[config.mk]
export PLATFORM = sky130hd
export DESIGN_NAME = dirty_rect_tracker_top
export DESIGN_NICKNAME = d
export VERILOG_FILES = /design/src/rtl/core/drt_pkg.sv /design/src/rtl/core/dirty_rect_tracker_top.sv /design/src/rtl/core/drt_ram.sv /design/src/rtl/core/drt_ctrl.sv /design/src/rtl/core/drt_datapath.sv
export SDC_FILE = /design/constraint.sdc
export NUM_CORES = 1
export LEC_CHECK = 0
export ABC_CLOCK_PERIOD_IN_PS = 11320
export BUFFER_PORTS_ARGS = -buffer_cell sky130_fd_sc_hd__buf_2
export CELL_PAD_IN_SITES_DETAIL_PLACEMENT = 2
export CELL_PAD_IN_SITES_GLOBAL_PLACEMENT = 2
export CORE_ASPECT_RATIO = 1.1
export CORE_MARGIN = 1.5
export CORE_UTILIZATION = 45
export CTS_BUF_LIST = sky130_fd_sc_hd__clkbuf_8
export DETAILED_ROUTE_END_ITERATION = 12
export GPL_ROUTABILITY_DRIVEN = 0
export PLACE_DENSITY_LB_ADDON = 0.1
export SYNTH_ARGS = -nofsm -noshare
export SYNTH_HDL_FRONTEND = slang
export SYNTH_SLANG_ARGS = --single-unit
[constraint.sdc]
create_clock -name clk -period 11.32 [get_ports clk]
set_input_delay 0 -clock clk [delete_from_list [all_inputs] [get_ports clk]]
set_output_delay 0 -clock clk [all_outputs]
set_load 0.05 [all_outputs]
[src/rtl/core/drt_pkg.sv]
package drt_pkg;

	// Field widths of the request and result.
	localparam int unsigned OP_W     = 2;
	localparam int unsigned SLOT_W   = 4;
	localparam int unsigned COORD_W  = 16;
	localparam int unsigned CORNER_W = 18;
	localparam int unsigned SIZE_W   = 17;

	// Corner values of a slot that holds no box.
	localparam logic signed [CORNER_W-1:0] EMPTY_MIN = 18'sd100000;
	localparam logic signed [CORNER_W-1:0] EMPTY_MAX = -18'sd1;

	// Operation codes; the fourth code is ignored.
	typedef enum logic [OP_W-1:0] {
		OP_MARK  = 2'd0,
		OP_TAKE  = 2'd1,
		OP_CLEAR = 2'd2
	} op_t;

	// Controller states.
	typedef enum logic [1:0] {
		S_IDLE = 2'b01,
		S_EXEC = 2'b10
	} state_t;

	typedef logic signed [CORNER_W-1:0] corner_t;

	// One stored box.
	typedef struct packed {
		corner_t min_x;
		corner_t min_y;
		corner_t max_x;
		corner_t max_y;
	} box_t;

	localparam int unsigned BOX_W = $bits(box_t);

	// Commands from the controller to the datapath.
	typedef struct packed {
		logic load;
		logic commit;
	} cmd_t;

endpackage

[src/rtl/core/dirty_rect_tracker_top.sv]
// A request is captured on accept, when the box table is also read; it
// commits in the execute state, which updates the table and the result
// register, and a waiting result holds off that commit. A new request is
// taken once the previous one has committed, even while its result waits.
// Reset (arst_n, asynchronous) marks every slot clean, which reads as the
// empty box; no clearing pass is needed and the block is ready at once.
module dirty_rect_tracker_top
	import drt_pkg::*;
#(
	parameter int unsigned NUM_SLOTS = 16
) (
	input  logic                       clk,
	input  logic                       arst_n,
	input  logic                       in_valid,
	output logic                       in_ready,
	input  logic [OP_W-1:0]            operation,
	input  logic [SLOT_W-1:0]          slot,
	input  logic signed [COORD_W-1:0]  pos_x,
	input  logic signed [COORD_W-1:0]  pos_y,
	input  logic signed [COORD_W-1:0]  width,
	input  logic signed [COORD_W-1:0]  height,
	output logic                       out_valid,
	input  logic                       out_ready,
	output logic                       was_dirty,
	output logic signed [CORNER_W-1:0] rect_x,
	output logic signed [CORNER_W-1:0] rect_y,
	output logic [SIZE_W-1:0]          rect_width,
	output logic [SIZE_W-1:0]          rect_height
);

	cmd_t cmd;

	// Sequencing and handshake.
	drt_ctrl u_ctrl (
		.clk       (clk),
		.arst_n    (arst_n),
		.in_valid  (in_valid),
		.in_ready  (in_ready),
		.out_valid (out_valid),
		.out_ready (out_ready),
		.cmd       (cmd)
	);

	// Box table and result computation.
	drt_datapath #(
		.NUM_SLOTS (NUM_SLOTS)
	) u_datapath (
		.clk         (clk),
		.arst_n      (arst_n),
		.cmd         (cmd),
		.operation   (operation),
		.slot        (slot),
		.pos_x       (pos_x),
		.pos_y       (pos_y),
		.width       (width),
		.height      (height),
		.was_dirty   (was_dirty),
		.rect_x      (rect_x),
		.rect_y      (rect_y),
		.rect_width  (rect_width),
		.rect_height (rect_height)
	);

endmodule

[src/rtl/core/drt_ram.sv]
module drt_ram #(
	parameter int unsigned WIDTH = 8,
	parameter int unsigned DEPTH = 16
) (
	input  logic                                   clk,
	input  logic                                   we,
	input  logic [(DEPTH > 1 ? $clog2(DEPTH) : 1)-1:0] waddr,
	input  logic [WIDTH-1:0]                       wdata,
	input  logic                                   re,
	input  logic [(DEPTH > 1 ? $clog2(DEPTH) : 1)-1:0] raddr,
	output logic [WIDTH-1:0]                       rdata
);

	logic [WIDTH-1:0] mem_q [DEPTH];

	// Single write port, registered read port.
	always_ff @(posedge clk) begin
		if (we) begin
			mem_q[waddr] <= wdata;
		end
		if (re) begin
			rdata <= mem_q[raddr];
		end
	end

endmodule

[src/rtl/core/drt_ctrl.sv]
module drt_ctrl
	import drt_pkg::*;
(
	input  logic clk,
	input  logic arst_n,
	input  logic in_valid,
	output logic in_ready,
	output logic out_valid,
	input  logic out_ready,
	output cmd_t cmd
);

	state_t state_q;
	state_t state_d;
	logic   out_valid_q;

	// A request is taken only while no other one is being worked on.
	assign in_ready   = (state_q == S_IDLE);
	assign cmd.load   = in_valid && in_ready;
	assign cmd.commit = (state_q == S_EXEC) && (!out_valid_q || out_ready);
	assign out_valid  = out_valid_q;

	// Next state.
	always_comb begin
		state_d = state_q;
		unique case (state_q)
			S_IDLE: begin
				if (cmd.load) begin
					state_d = S_EXEC;
				end
			end
			S_EXEC: begin
				if (cmd.commit) begin
					state_d = S_IDLE;
				end
			end
			default: state_d = S_IDLE;
		endcase
	end

	always_ff @(posedge clk or negedge arst_n) begin
		if (!arst_n) begin
			state_q     <= S_IDLE;
			out_valid_q <= 1'b0;
		end else begin
			state_q <= state_d;
			if (cmd.commit) begin
				out_valid_q <= 1'b1;
			end else if (out_ready) begin
				out_valid_q <= 1'b0;
			end
		end
	end

	// A new result never overwrites one that is still waiting.
	a_no_overwrite: assert property (@(posedge clk) disable iff (!arst_n)
		cmd.commit |-> (!out_valid_q || out_ready))
		else $error("result register overwritten while pending");

	// An accepted request keeps the block busy, so no second one is accepted straight after it.
	a_load_then_busy: assert property (@(posedge clk) disable iff (!arst_n)
		cmd.load |=> (!in_ready && !cmd.load))
		else $error("second request accepted while one is in flight");

endmodule

[src/rtl/core/drt_datapath.sv]
module drt_datapath
	import drt_pkg::*;
#(
	parameter int unsigned NUM_SLOTS = 16
) (
	input  logic                       clk,
	input  logic                       arst_n,
	input  cmd_t                       cmd,
	input  logic [OP_W-1:0]            operation,
	input  logic [SLOT_W-1:0]          slot,
	input  logic signed [COORD_W-1:0]  pos_x,
	input  logic signed [COORD_W-1:0]  pos_y,
	input  logic signed [COORD_W-1:0]  width,
	input  logic signed [COORD_W-1:0]  height,
	output logic                       was_dirty,
	output logic signed [CORNER_W-1:0] rect_x,
	output logic signed [CORNER_W-1:0] rect_y,
	output logic [SIZE_W-1:0]          rect_width,
	output logic [SIZE_W-1:0]          rect_height
);

	localparam int unsigned IDX_W  = (NUM_SLOTS > 1) ? $clog2(NUM_SLOTS) : 1;
	localparam int unsigned SEXT_W = 9;

	logic [SEXT_W-1:0]          slot_wide;
	logic [IDX_W-1:0]           in_addr;
	logic                       in_slot_ok;

	logic [OP_W-1:0]            op_q;
	logic [IDX_W-1:0]           addr_q;
	logic                       slot_ok_q;
	logic signed [COORD_W-1:0]  x_q;
	logic signed [COORD_W-1:0]  y_q;
	logic signed [COORD_W-1:0]  w_q;
	logic signed [COORD_W-1:0]  h_q;

	logic [NUM_SLOTS-1:0]       dirty_q;
	logic [BOX_W-1:0]           rd_bits;
	box_t                       rd_box;
	box_t                       new_box;

	logic                       cur_dirty;
	corner_t                    eff_min_x;
	corner_t                    eff_min_y;
	corner_t                    eff_max_x;
	corner_t                    eff_max_y;
	corner_t                    x_ext;
	corner_t                    y_ext;
	corner_t                    end_x;
	corner_t                    end_y;
	corner_t                    diff_x;
	corner_t                    diff_y;
	logic                       mark_ok;
	logic                       take_hit;
	logic                       do_reset_slot;

	logic                       was_dirty_q;
	corner_t                    rect_x_q;
	corner_t                    rect_y_q;
	logic [SIZE_W-1:0]          rect_width_q;
	logic [SIZE_W-1:0]          rect_height_q;

	// Slot range check and table address.
	assign slot_wide  = SEXT_W'(slot);
	assign in_slot_ok = (slot_wide < SEXT_W'(NUM_SLOTS));
	assign in_addr    = slot_wide[IDX_W-1:0];

	// Capture the request on accept.
	always_ff @(posedge clk) begin
		if (cmd.load) begin
			op_q      <= operation;
			addr_q    <= in_addr;
			slot_ok_q <= in_slot_ok;
			x_q       <= pos_x;
			y_q       <= pos_y;
			w_q       <= width;
			h_q       <= height;
		end
	end

	// Box table; read on accept, written when a mark commits.
	drt_ram #(
		.WIDTH (BOX_W),
		.DEPTH (NUM_SLOTS)
	) u_box_ram (
		.clk   (clk),
		.we    (cmd.commit && mark_ok),
		.waddr (addr_q),
		.wdata (new_box),
		.re    (cmd.load),
		.raddr (in_addr),
		.rdata (rd_bits)
	);

	assign rd_box = box_t'(rd_bits);

	// A clean slot reads as the empty box, whatever the table holds.
	assign cur_dirty = dirty_q[addr_q];
	assign eff_min_x = cur_dirty ? rd_box.min_x : EMPTY_MIN;
	assign eff_min_y = cur_dirty ? rd_box.min_y : EMPTY_MIN;
	assign eff_max_x = cur_dirty ? rd_box.max_x : EMPTY_MAX;
	assign eff_max_y = cur_dirty ? rd_box.max_y : EMPTY_MAX;

	// Grow the box to cover the marked rectangle.
	assign x_ext = CORNER_W'(x_q);
	assign y_ext = CORNER_W'(y_q);
	assign end_x = x_ext + CORNER_W'(w_q);
	assign end_y = y_ext + CORNER_W'(h_q);

	assign new_box.min_x = (x_ext < eff_min_x) ? x_ext : eff_min_x;
	assign new_box.min_y = (y_ext < eff_min_y) ? y_ext : eff_min_y;
	assign new_box.max_x = (end_x > eff_max_x) ? end_x : eff_max_x;
	assign new_box.max_y = (end_y > eff_max_y) ? end_y : eff_max_y;

	// Operation decode.
	assign mark_ok = (op_q == OP_MARK) && slot_ok_q
		&& (w_q > 16'sd0) && (h_q > 16'sd0);
	assign take_hit = (op_q == OP_TAKE) && slot_ok_q && cur_dirty;
	assign do_reset_slot = slot_ok_q && ((op_q == OP_TAKE) || (op_q == OP_CLEAR));

	assign diff_x = rd_box.max_x - rd_box.min_x;
	assign diff_y = rd_box.max_y - rd_box.min_y;

	// Dirty flags double as valid bits for the table entries.
	always_ff @(posedge clk or negedge arst_n) begin
		if (!arst_n) begin
			dirty_q <= '0;
		end else if (cmd.commit) begin
			if (mark_ok) begin
				dirty_q[addr_q] <= 1'b1;
			end else if (do_reset_slot) begin
				dirty_q[addr_q] <= 1'b0;
			end
		end
	end

	// Result register.
	always_ff @(posedge clk) begin
		if (cmd.commit) begin
			was_dirty_q   <= take_hit;
			rect_x_q      <= take_hit ? rd_box.min_x : '0;
			rect_y_q      <= take_hit ? rd_box.min_y : '0;
			rect_width_q  <= take_hit ? diff_x[SIZE_W-1:0] : '0;
			rect_height_q <= take_hit ? diff_y[SIZE_W-1:0] : '0;
		end
	end

	assign was_dirty   = was_dirty_q;
	assign rect_x      = rect_x_q;
	assign rect_y      = rect_y_q;
	assign rect_width  = rect_width_q;
	assign rect_height = rect_height_q;

	// A take or clear leaves the slot clean.
	a_reset_clears: assert property (@(posedge clk) disable iff (!arst_n)
		(cmd.commit && do_reset_slot) |=> !dirty_q[$past(addr_q)])
		else $error("slot still dirty after take or clear");

	// Only a take can report a dirty slot.
	a_report_only_take: assert property (@(posedge clk) disable iff (!arst_n)
		(cmd.commit && (op_q != OP_TAKE)) |=> !was_dirty_q)
		else $error("dirty report on an operation other than take");

endmodule

# After elaboration in Yosys (flattened, before gate mapping)
# Memories as Yosys holds them, arrays and structs flattened. A register that Yosys moved wholly into a read port is not among the register bits.
# Index checks and enable logic that the tools add are counted.
# totals
rom_bits	0
latchBits	0
in_bits	74
ramBits	1152
n_memories	1
reg_bits	161
elab_cells	77
out_inout_bits	73
# mem_list
name	words	width	rd	rd_clocked_by_memory_dff	write_ports	line	source
u_datapath.u_box_ram.mem_q	16	72	1	1	1	drt_ram.sv:14	logic [WIDTH-1:0] mem_q [DEPTH];
# op_classes
mul	0
mux	21
n_bitwise	3
reduce_logical	18
magnitude_cmp	9
shift	0
div_mod_pow	0
n_eq_ne	6
addsub	4
# op_table
operator	n
$mux W18	8
$gt A18 B18 Y1	2
$lt A16 B18 Y1	2
$add A16 B16 Y17	2
$sub A17 B17 Y17	2
$gt A16 B1 Y1 const B	2
$mux W16	2
$and A16 B16 Y16	1
$not A16 Y16	1
$or A16 B16 Y16	1
$logic_and A1 B1 Y1	10
$lt A4 B5 Y1 const B	2
$mux W1	6
$bmux W1 S4	1
$demux W1 S4	1
$eq A2 B1 Y1 const B	2
$eq A2 B2 Y1 const B	2
$ge A4 B1 Y1 const B	1
$mux W2	2
$ne A2 B1 Y1 const B	2
$pmux W2 S2	1
$reduce_and A2 Y1	2
$reduce_bool A2 Y1	2
$logic_not A2 Y1	1
other kinds (2)	3

# Longest topological paths before layout
# Gate-level depths: netlist (run 1).
# depth
word_depth	8
depth_mapped	21
mapped_depth_nobuf	20

# Cells and area by module
# From an unflattened synthesis (run 1), not the netlist that was laid out.
# unflattened
cells_unflattened	2967
hier_area_um2	56574.3
# modules_own_cells
mod	area_each_um2	instances	seq_area_each_um2	cells_each
drt_ram	45272.2	1	36755.3	1850
drt_datapath	11172.0	1	4634.4	1106
drt_ctrl	130.1	1	76.3	11

# Worst setup path before layout (run 1)
# No wires, ideal clock.
# synth_path
path_kind	register to register
from	register u_ctrl.out_valid_q (netlist: u_ctrl.out_valid)
to	memory u_datapath.u_box_ram.mem_q[11][0] (netlist name), enable pin
n_path_buf	0
t_required_ns	10.817
arrival_time_ns	7.689
setup_slack_ns	3.129
setup_time_ns	0.503
stages_incl_launch_ff	7
synth_period_minus_slack_ns	8.191
cell_sequence	dfrtp_1 nand2b_1 nor2b_1 nand4_1 inv_1 nand3_1 nor2_1
# synth_lines
item	line	source
from (decl)	drt_ctrl.sv:15	logic out_valid_q;
from (signal assigned)	drt_ctrl.sv:44	out_valid_q <= 1'b0;
from (signal assigned)	drt_ctrl.sv:48	out_valid_q <= 1'b1;
from (signal assigned)	drt_ctrl.sv:50	out_valid_q <= 1'b0;
to (decl)	drt_ram.sv:14	

==> results of run 1 <==
[timing repair]
action	CTS	global route
hold buffers	141	0
setup endpoints to repair	0	0
resized for setup	0	0
hold endpoints to repair	193	0
[path summary, 6_finish.rpt]
path                                                     start                                          end  slack, ps  depth (start not counted)
min in group asynchronous                               arst_n                                    async pin        300                          3
worst min register to register                       flip-flop                                    flip-flop        520                          2
max in group asynchronous                               arst_n                                    async pin      10400                          3
worst max register to register  u_datapath.addr_q[1]$_DFFE_PP_  u_datapath.u_box_ram.mem_q[6][38]$_DFFE_PP_       5000                         15
worst min-delay path                                   slot[0]               u_datapath.addr_q[0]$_DFFE_PP_        210                          2
worst max-delay path            u_datapath.addr_q[1]$_DFFE_PP_  u_datapath.u_box_ram.mem_q[6][38]$_DFFE_PP_       5000                         15
[layer usage]
metal / routed length (µm) / GRT usage, % / part of all wire, % / up-vias
met4: 5377 / 9.367 / 2.9 / 8
met5: 54 / 0 / 0.029 / -
met3: 12050 / 4.881 / 6.5 / 246
li1: - / - / - / 12410
met2: 93100 / 49.04 / 50 / 1326
met1: 75600 / 39.83 / 41 / 16981
[state kept, by name, summed over array words and instances, names as in the netlist, named ones only]
name / count
u_datapath.rect_y: 18
u_datapath.addr_q: 4
u_datapath.rect_x: 18
u_datapath.x_q: 16
u_ctrl.out_valid: 1
u_datapath.h_q: 16
u_datapath.w_q: 16
u_datapath.u_box_ram.rdata: 72
u_datapath.rect_width: 17
u_datapath.u_box_ram.mem_q: 1152
u_datapath.was_dirty: 1
u_datapath.y_q: 16
u_datapath.rect_height: 17
u_ctrl.state_q: 2
u_datapath.op_q: 2
[cell families (layout without fill, tap and decap cells)]
logic type	after synthesis	after routing	synth area share, %
adder cells (fa/ha/maj)	139	139	3.118
flip-flops	1384	1384	73.29
AO/OA/AOI/OAI	225	225	2.526
AND/OR/NAND/NOR	337	337	3.010
buffers and inverters	228	868	1.559
other	0	8	0
multiplexers	433	433	15.75
XOR/XNOR	48	48	0.7430
[synth_stat cells, drive strengths merged, types with 4 or more instances]
cell	n	area share, %
edfxtp	1365	72
mux4	363	14
ha	132	2.9
inv	118	0.78
nor2	104	0.69
clkbuf	75	0.50
o21ai	67	0.59
a21oi	52	0.46
nand2	48	0.32
mux2i	40	0.71
nand2b	36	0.40
and3	35	0.39
buf	35	0.28
mux2	30	0.60
xnor2	25	0.39
nor3	23	0.20
xor2	23	0.36
a21o	22	0.29
nor2b	19	0.21
dfrtp	18	0.80
nand3	17	0.15
o21a	17	0.23
a31oi	14	0.18
nand4	13	0.14
and2	8	0.088
nand3b	7	0.093
nor3b	7	0.093
nor4	7	0.077
or2	7	0.077
a211oi	6	0.080
o211ai	6	0.080
a211o	5	0.077
o31a	5	0.077
fa	4	0.14
o21bai	4	0.053
o221ai	4	0.062
[through the flow]
step / total power [µW] / instances
finish: 11340 / 5098
CTS: 11360 / 5086
floorplan: 6853 / 2794
detailed placement: 7369 / 4535
global placement: 7272 / 4535
global route: 11690 / 5095
[area by class of cell]
cell class	count	share of cell area [%]
inverters	118	0.6815
well taps	1656	3.188
clock inverters	187	1.382
diodes	8	0.03080
repair buffers	340	4.010
multi-input cells	1182	22.18
clock buffers	223	4.722
flip-flops and latches	1384	63.80
[power by group]
part           switching [µW]  internal, µW
combinational             868           414
sequential               89.9          5960
clock                    2100          1910
==> results.py, run 1 <==
metrics = {
    "outcome": {
        "status": "completed",
    },
    "placed_design": {
        "dp_hpwl_um": 109700,
        "dp_slack_ps": 5295,
        "place.port_buffers": 146,
        "placed_cell_area_mm2": 0.05953,
    },
    "pwr": {
        "ir_drop_uv": 108.5,
        "power.density_mw_per_mm2": 174.5,
        "leakage_uw": 0.02231,
    },
    "timing": {
        "rsz0062_at_grt": "no",
        "slew_headroom_pct": 2.069,
        "worst_hold_slack_ps": 210.6,
        "worstMarginPinSlew_ps": 1428,
        "fmax_mhz": 158.1,
        "fin_setup_tns_ps": 0,
        "finalMaxSlewViolations": 0,
        "setup_ws_ps": 4995,
        "setup_viol": 0,
        "post-route-period-util_pct": 55.87,
        "period_needed_ps": 6325,
        "hold_viol": 0,
        "fin_skew_ps": 46.61,
    },
    "routing": {
        "drt-pass1-iter-count": 5,
        "vias_per_cell": 6.075,
        "wire_per_inst_um": 36.52,
        "detail-route-antenna-nets": 0,
        "wirelength_um": 186200,
        "drt_iter0_markers": 3357,
        "vias": 30971,
        "route.detailed.drc": 0,
    },
    "clock_network": {
        "numCtsBuffers": 222,
        "cts-root-buf": "clkbuf_8",
        "clk_pin_slew_ps": 60,
        "cts_num_sinks": 1384,
        "clk_path_buf_depth": 3,
        "cts_tree": "built",
        "clkLatencyLatePin_ps": 960,
        "htreeDepth": 4,
        "cts_setup_buffers": 0,
    },
    "critical_path": {
        "crit_type": "reg -> reg",
        "critPathRequiredTime_ps": 11850,
        "cp_cell_sequence": "mux2_2, a2bb2oi_1, a31o_4, nand2_1, ha_1, a21o_1, a21oi_1, nor2b_1, o211ai_1, a31oi_1, o31a_1, o2111ai_1, a31oi_2, buf_4, mux2i_1",
        "crit_path_end_kind": "flip-flop",
        "cp.arrival_ps": 6850,
        "cp_num_buf_inv": 1,
        "cpPeakStageDelay_ps": 1170,
        "crit_slowest_cell": "mux2i_1",
        "cp_top_family": "compound AO/OA/AOI/OAI gates",
        "startpoint_type": "flip-flop",
        "crit_fanout": 49,
    },
    "yosys": {
        "async_flop_share_pct": 1.373,
        "synth_cells": 2794,
        "seq_area_frac_synth_pct": 73.29,
        "syn_nets": 3004,
        "ys.flop_type": "edfxtp_1",
        "ys_warn_count": 0,
        "ys_ff_latch": 1384,
        "synth.distinct_cells": 64,
        "avgSynthCellArea_um2": 20.25,
        "syn_area_mm2": 0.05658,
        "synth-edff-count": 1365,
    },
    "cells_and_area": {
        "fin_nets": 3458,
        "fill_cells": 10878,
        "drive_above_1_share_pct": 25.66,
        "syn_to_final_growth_pct": 14.87,
        "seq_area_mm2": 0.04147,
        "final_util_pct": 52.04,
        "final_common_cell": "edfxtp_1",
        "stdcell_area_mm2": 0.06499,
        "final_cell_mix": "edfxtp_1 (1365), mux4_2 (363), clkbuf_8 (223), inv_1 (205), buf_2 (142)",
        "multi_input_area_mm2": 0.01442,
    },
    "global_route": {
        "grt_pass1_vias": 33876,
        "antenna_found_initial": 16,
        "grt_use_total_pct": 29.47,
        "grt_pass1_wl_um": 261600,
        "grt_overflow": 0,
        "grt_max_degree": 110,
    },
    "worst_hold_path": {
        "min_path_type": "in -> reg",
    },
    "die": {
        "core.rowCount": 136,
        "die_y_um": 374.9,
        "die-area_mm2": 0.1279,
        "pin_count": 147,
        "dieWidth_um": 341.1,
        "coreArea_mm2": 0.1249,
        "start_util_pct": 45.30,
    },
    "job": {
        "drv_cap": 0,
    },
}
No activity file was read; power rests on OpenSTA's default activity.
==> run 2: changes to the inputs <==
Settings changed: ABC_AREA set to 1, ABC_CLOCK_PERIOD_IN_PS 11320 to 5400, CORE_UTILIZATION 45 to 42.
Clock period 11.32 ns to 5.4 ns, I/O delays scaled along.
==> run 2 against run 1 <==
- synthesized cell count is 65% higher
- sequential power increased by 110%
- clock skew shrank 7.3 ps
- non-clock buffer count increased by 9
- highest routed layer unchanged
==> results.py, run 2 <==
metrics = {
    "yosys": {
        "yosysTopAreaCellShare_pct": 68.53,
        "seq_area_frac_synth_pct": 69.33,
        "ys.flop_type": "edfxtp_1",
        "synthXorXnorAreaFrac_pct": 0.5711,
        "ys_ff_latch": 1384,
        "ys_top_cells_by_area": "edfxtp_1 (69%), mux2i_1 (4.8%), o211ai_1 (3.6%)",
        "synth_compound_area_share_pct": 10.70,
        "synthTopCellsByCount": "edfxtp_1 (1365), inv_1 (487), nand2_1 (448)",
        "synth_mux_area_share_pct": 4.820,
        "synth_cells": 4621,
        "synthSimpleGateAreaFrac_pct": 6.922,
        "synth-edff-count": 1365,
        "syn_area_mm2": 0.05981,
        "synth_fa_ha_area_share_pct": 2.895,
        "synth_most_common_cell": "edfxtp_1",
        "avgSynthCellArea_um2": 12.94,
        "synth.distinct_cells": 53,
        "yosysTopAreaCell": "edfxtp_1",
        "async_flop_share_pct": 1.373,
        "ys_warn_count": 0,
        "syn_nets": 4831,
        "synth_top_family_by_area": "compound AO/OA/AOI/OAI gates",
    },
    "timing": {
        "period_needed_ps": 5043,
        "finalMaxSlewViolations": 0,
        "setup_viol": 0,
        "hold_viol": 0,
        "fmax_mhz": 198.3,
        "setup_ws_ps": 357.0,
        "fin_skew_ps": 39.33,
        "worstMarginPinSlew_ps": 1241,
        "rsz0062_at_grt": "no",
        "post-route-period-util_pct": 93.39,
        "slew_headroom_pct": 17.04,
    },
    "critical_path": {
        "crit_fanout": 18,
        "cp_top_family": "simple AND/OR/NAND/NOR gates",
        "crit_type": "reg -> reg",
        "crit_path_end_kind": "flip-flop",
        "timing.rr.end": "u_datapath.u_box_ram.mem_q[8][8]$_DFFE_PP_",
        "r2r_slack_ps": 360,
        "path_depth": 20,
        "cpPeakStageDelay_ps": 630,
        "crit_start": "u_datapath.y_q[8]$_DFFE_PP_",
        "crit_slowest_cell": "a21boi_0",
        "startpoint_type": "flip-flop",
        "cp.arrival_ps": 5680,
        "critPathMostFrequentCell": "nand2_1",
        "cp_cell_sequence": "ha_1, nand2_1, inv_1, a21oi_1, nand3_1, a21boi_0, inv_1, nand3_1, nand2_1, xor2_1, ha_1, nand2_1, nor2_1, a211oi_1, nor2_1, nor2_1, nand3_4, nand3_4, nand2_1, nand2_1",
        "critPathRequiredTime_ps": 6040,
        "r2r_cells": 20,
        "cp_num_buf_inv": 2,
        "crit_path_end": "u_datapath.u_box_ram.mem_q[8][8]$_DFFE_PP_",
        "r2r_start": "u_datapath.y_q[8]$_DFFE_PP_",
    },
    "clock_network": {
        "numCtsBuffers": 221,
        "cts_tree": "built",
        "cts_num_sinks": 1384,
        "cts-resized-gates": 0,
        "clk_path_buf_depth": 3,
        "cts-root-buf": "clkbuf_8",
        "clk_pin_slew_ps": 70,
        "htreeDepth": 4,
        "clkLatencyLatePin_ps": 950,
    },
    "job": {
        "drv_cap": 0,
    },
    "global_route": {
        "grt_pass1_vias": 43559,
        "grt_pass1_wl_um": 300400,
        "grt_max_degree": 141,
        "antenna_found_initial": 12,
        "grt_use_total_pct": 28.61,
        "grt_overflow": 0,
    },
    "placed_design": {
        "dp_hpwl_um": 116900,
        "dp_slack_ps": 462.7,
        "place.port_buffers": 146,
    },
    "routing": {
        "drt_iter0_markers": 3378,
        "drt-pass1-iter-count": 5,
        "wirelength_um": 208600,
        "vias": 40312,
        "wire_per_inst_um": 29.61,
        "vias_per_cell": 5.723,
        "route.detailed.drc": 0,
        "detail-route-antenna-nets": 0,
    },
    "die": {
        "pin_count": 147,
        "die_y_um": 398.8,
        "die-area_mm2": 0.1447,
        "start_util_pct": 42.21,
        "coreArea_mm2": 0.1417,
        "core.rowCount": 145,
        "dieWidth_um": 362.8,
    },
    "cells_and_area": {
        "drive_above_1_share_pct": 10.70,
        "final_common_cell": "edfxtp_1",
        "fill_cells": 13679,
        "final_cell_mix": "edfxtp_1 (1365), inv_1 (572), nand2_1 (447), o21ai_0 (411), a21oi_1 (375)",
        "syn_to_final_growth_pct": 14.35,
        "fin_nets": 5162,
        "regMostFlops": "u_datapath.u_box_ram.mem_q",
        "largest_reg_flops": 1152,
        "top_regs": "u_datapath.u_box_ram.mem_q x1152, u_datapath.u_box_ram.rdata x72",
    },
    "worst_hold_path": {
        "min_path_type": "in -> reg",
    },
    "pwr": {
        "total_power_uw": 23990,
        "ir_drop_uv": 184.9,
        "leakage_uw": 0.02560,
        "power.density_mw_per_mm2": 350.8,
    },
    "outcome": {
        "status": "completed",
    },
}
run 2: stage by stage:
step	hold WS (ps)	utilization (%)	instances	area, µm²	TNS (ps)
3_3_place_gp	-7.501	44.45	6498	62980	0
5_1_grt	171.5	48.27	7043	68390	0
3_5_place_dp	-10.49	44.45	6498	62980	0
4_1_cts	113.5	48.26	7041	68390	0
6_report	228.0	48.27	7044	68390	0
2_1_floorplan	-295.6	-	4621	59860	-347020
run 2: logic make-up (layout without fill, tap and decap cells):
kind of cell / Yosys count / in the layout
compound gates: 1116 / 1116
xor+xnor: 39 / 39
fa+ha+maj: 136 / 136
buf+inv: 735 / 1244
flops: 1384 / 1384
mux: 288 / 288
other cells: 0 / 3
simple gates: 923 / 923
run 2: worst min-delay path by stage:
stage / start / endpoint / cells after the start / slack, ps
finish: slot[2] / u_datapath.addr_q[2]$_DFFE_PP_ / 2 / 230
detailed placement: arst_n / async pin / 1 / -10
CTS: slot[2] / u_datapath.addr_q[2]$_DFFE_PP_ / 2 / 110
global placement: arst_n / async pin / 1 / -8
floorplan: arst_n / async pin / 0 / -300
global route: slot[2] / u_datapath.addr_q[2]$_DFFE_PP_ / 2 / 170
run 2: repair_timing:
item / CTS / global route
endpoints found under the hold margin: 147 / 0
hold buffers: 142 / 0
buffers inserted: 0 / 0
run 2: final cells by class:
cell class                      instances  area [µm²]  share of cell area, %
Clock inverter                        173       847.1                  1.238
Inverter                              494        1874                  2.740
Clock buffer                          228        3138                  4.588
Sequential cell                      1384       41470                  60.63
Timing Repair Buffer                  349        3042                  4.447
Antenna cell                            3       7.507                0.01098
Multi-Input combinational cell       2502       15630                  22.85
Tap cell                             1911        2391                  3.496
run 2: power breakdown:
group / leakage, µW / switching [µW] / internal, µW
clock network: 0.00236 / 4340 / 4090
logic: 0.0106 / 2190 / 720
registers: 0.0126 / 166 / 12500
total: 0.0256 / 6700 / 17300
run 2: per-layer routing:
metal,share of wire [%],GRT usage (%),vias to the layer above
met5,0.019,0,-
met4,2.2,7.539,6
met3,5.2,4.320,308
met2,48,47.41,1156
met1,45,39.34,21302
li1,-,-,17540
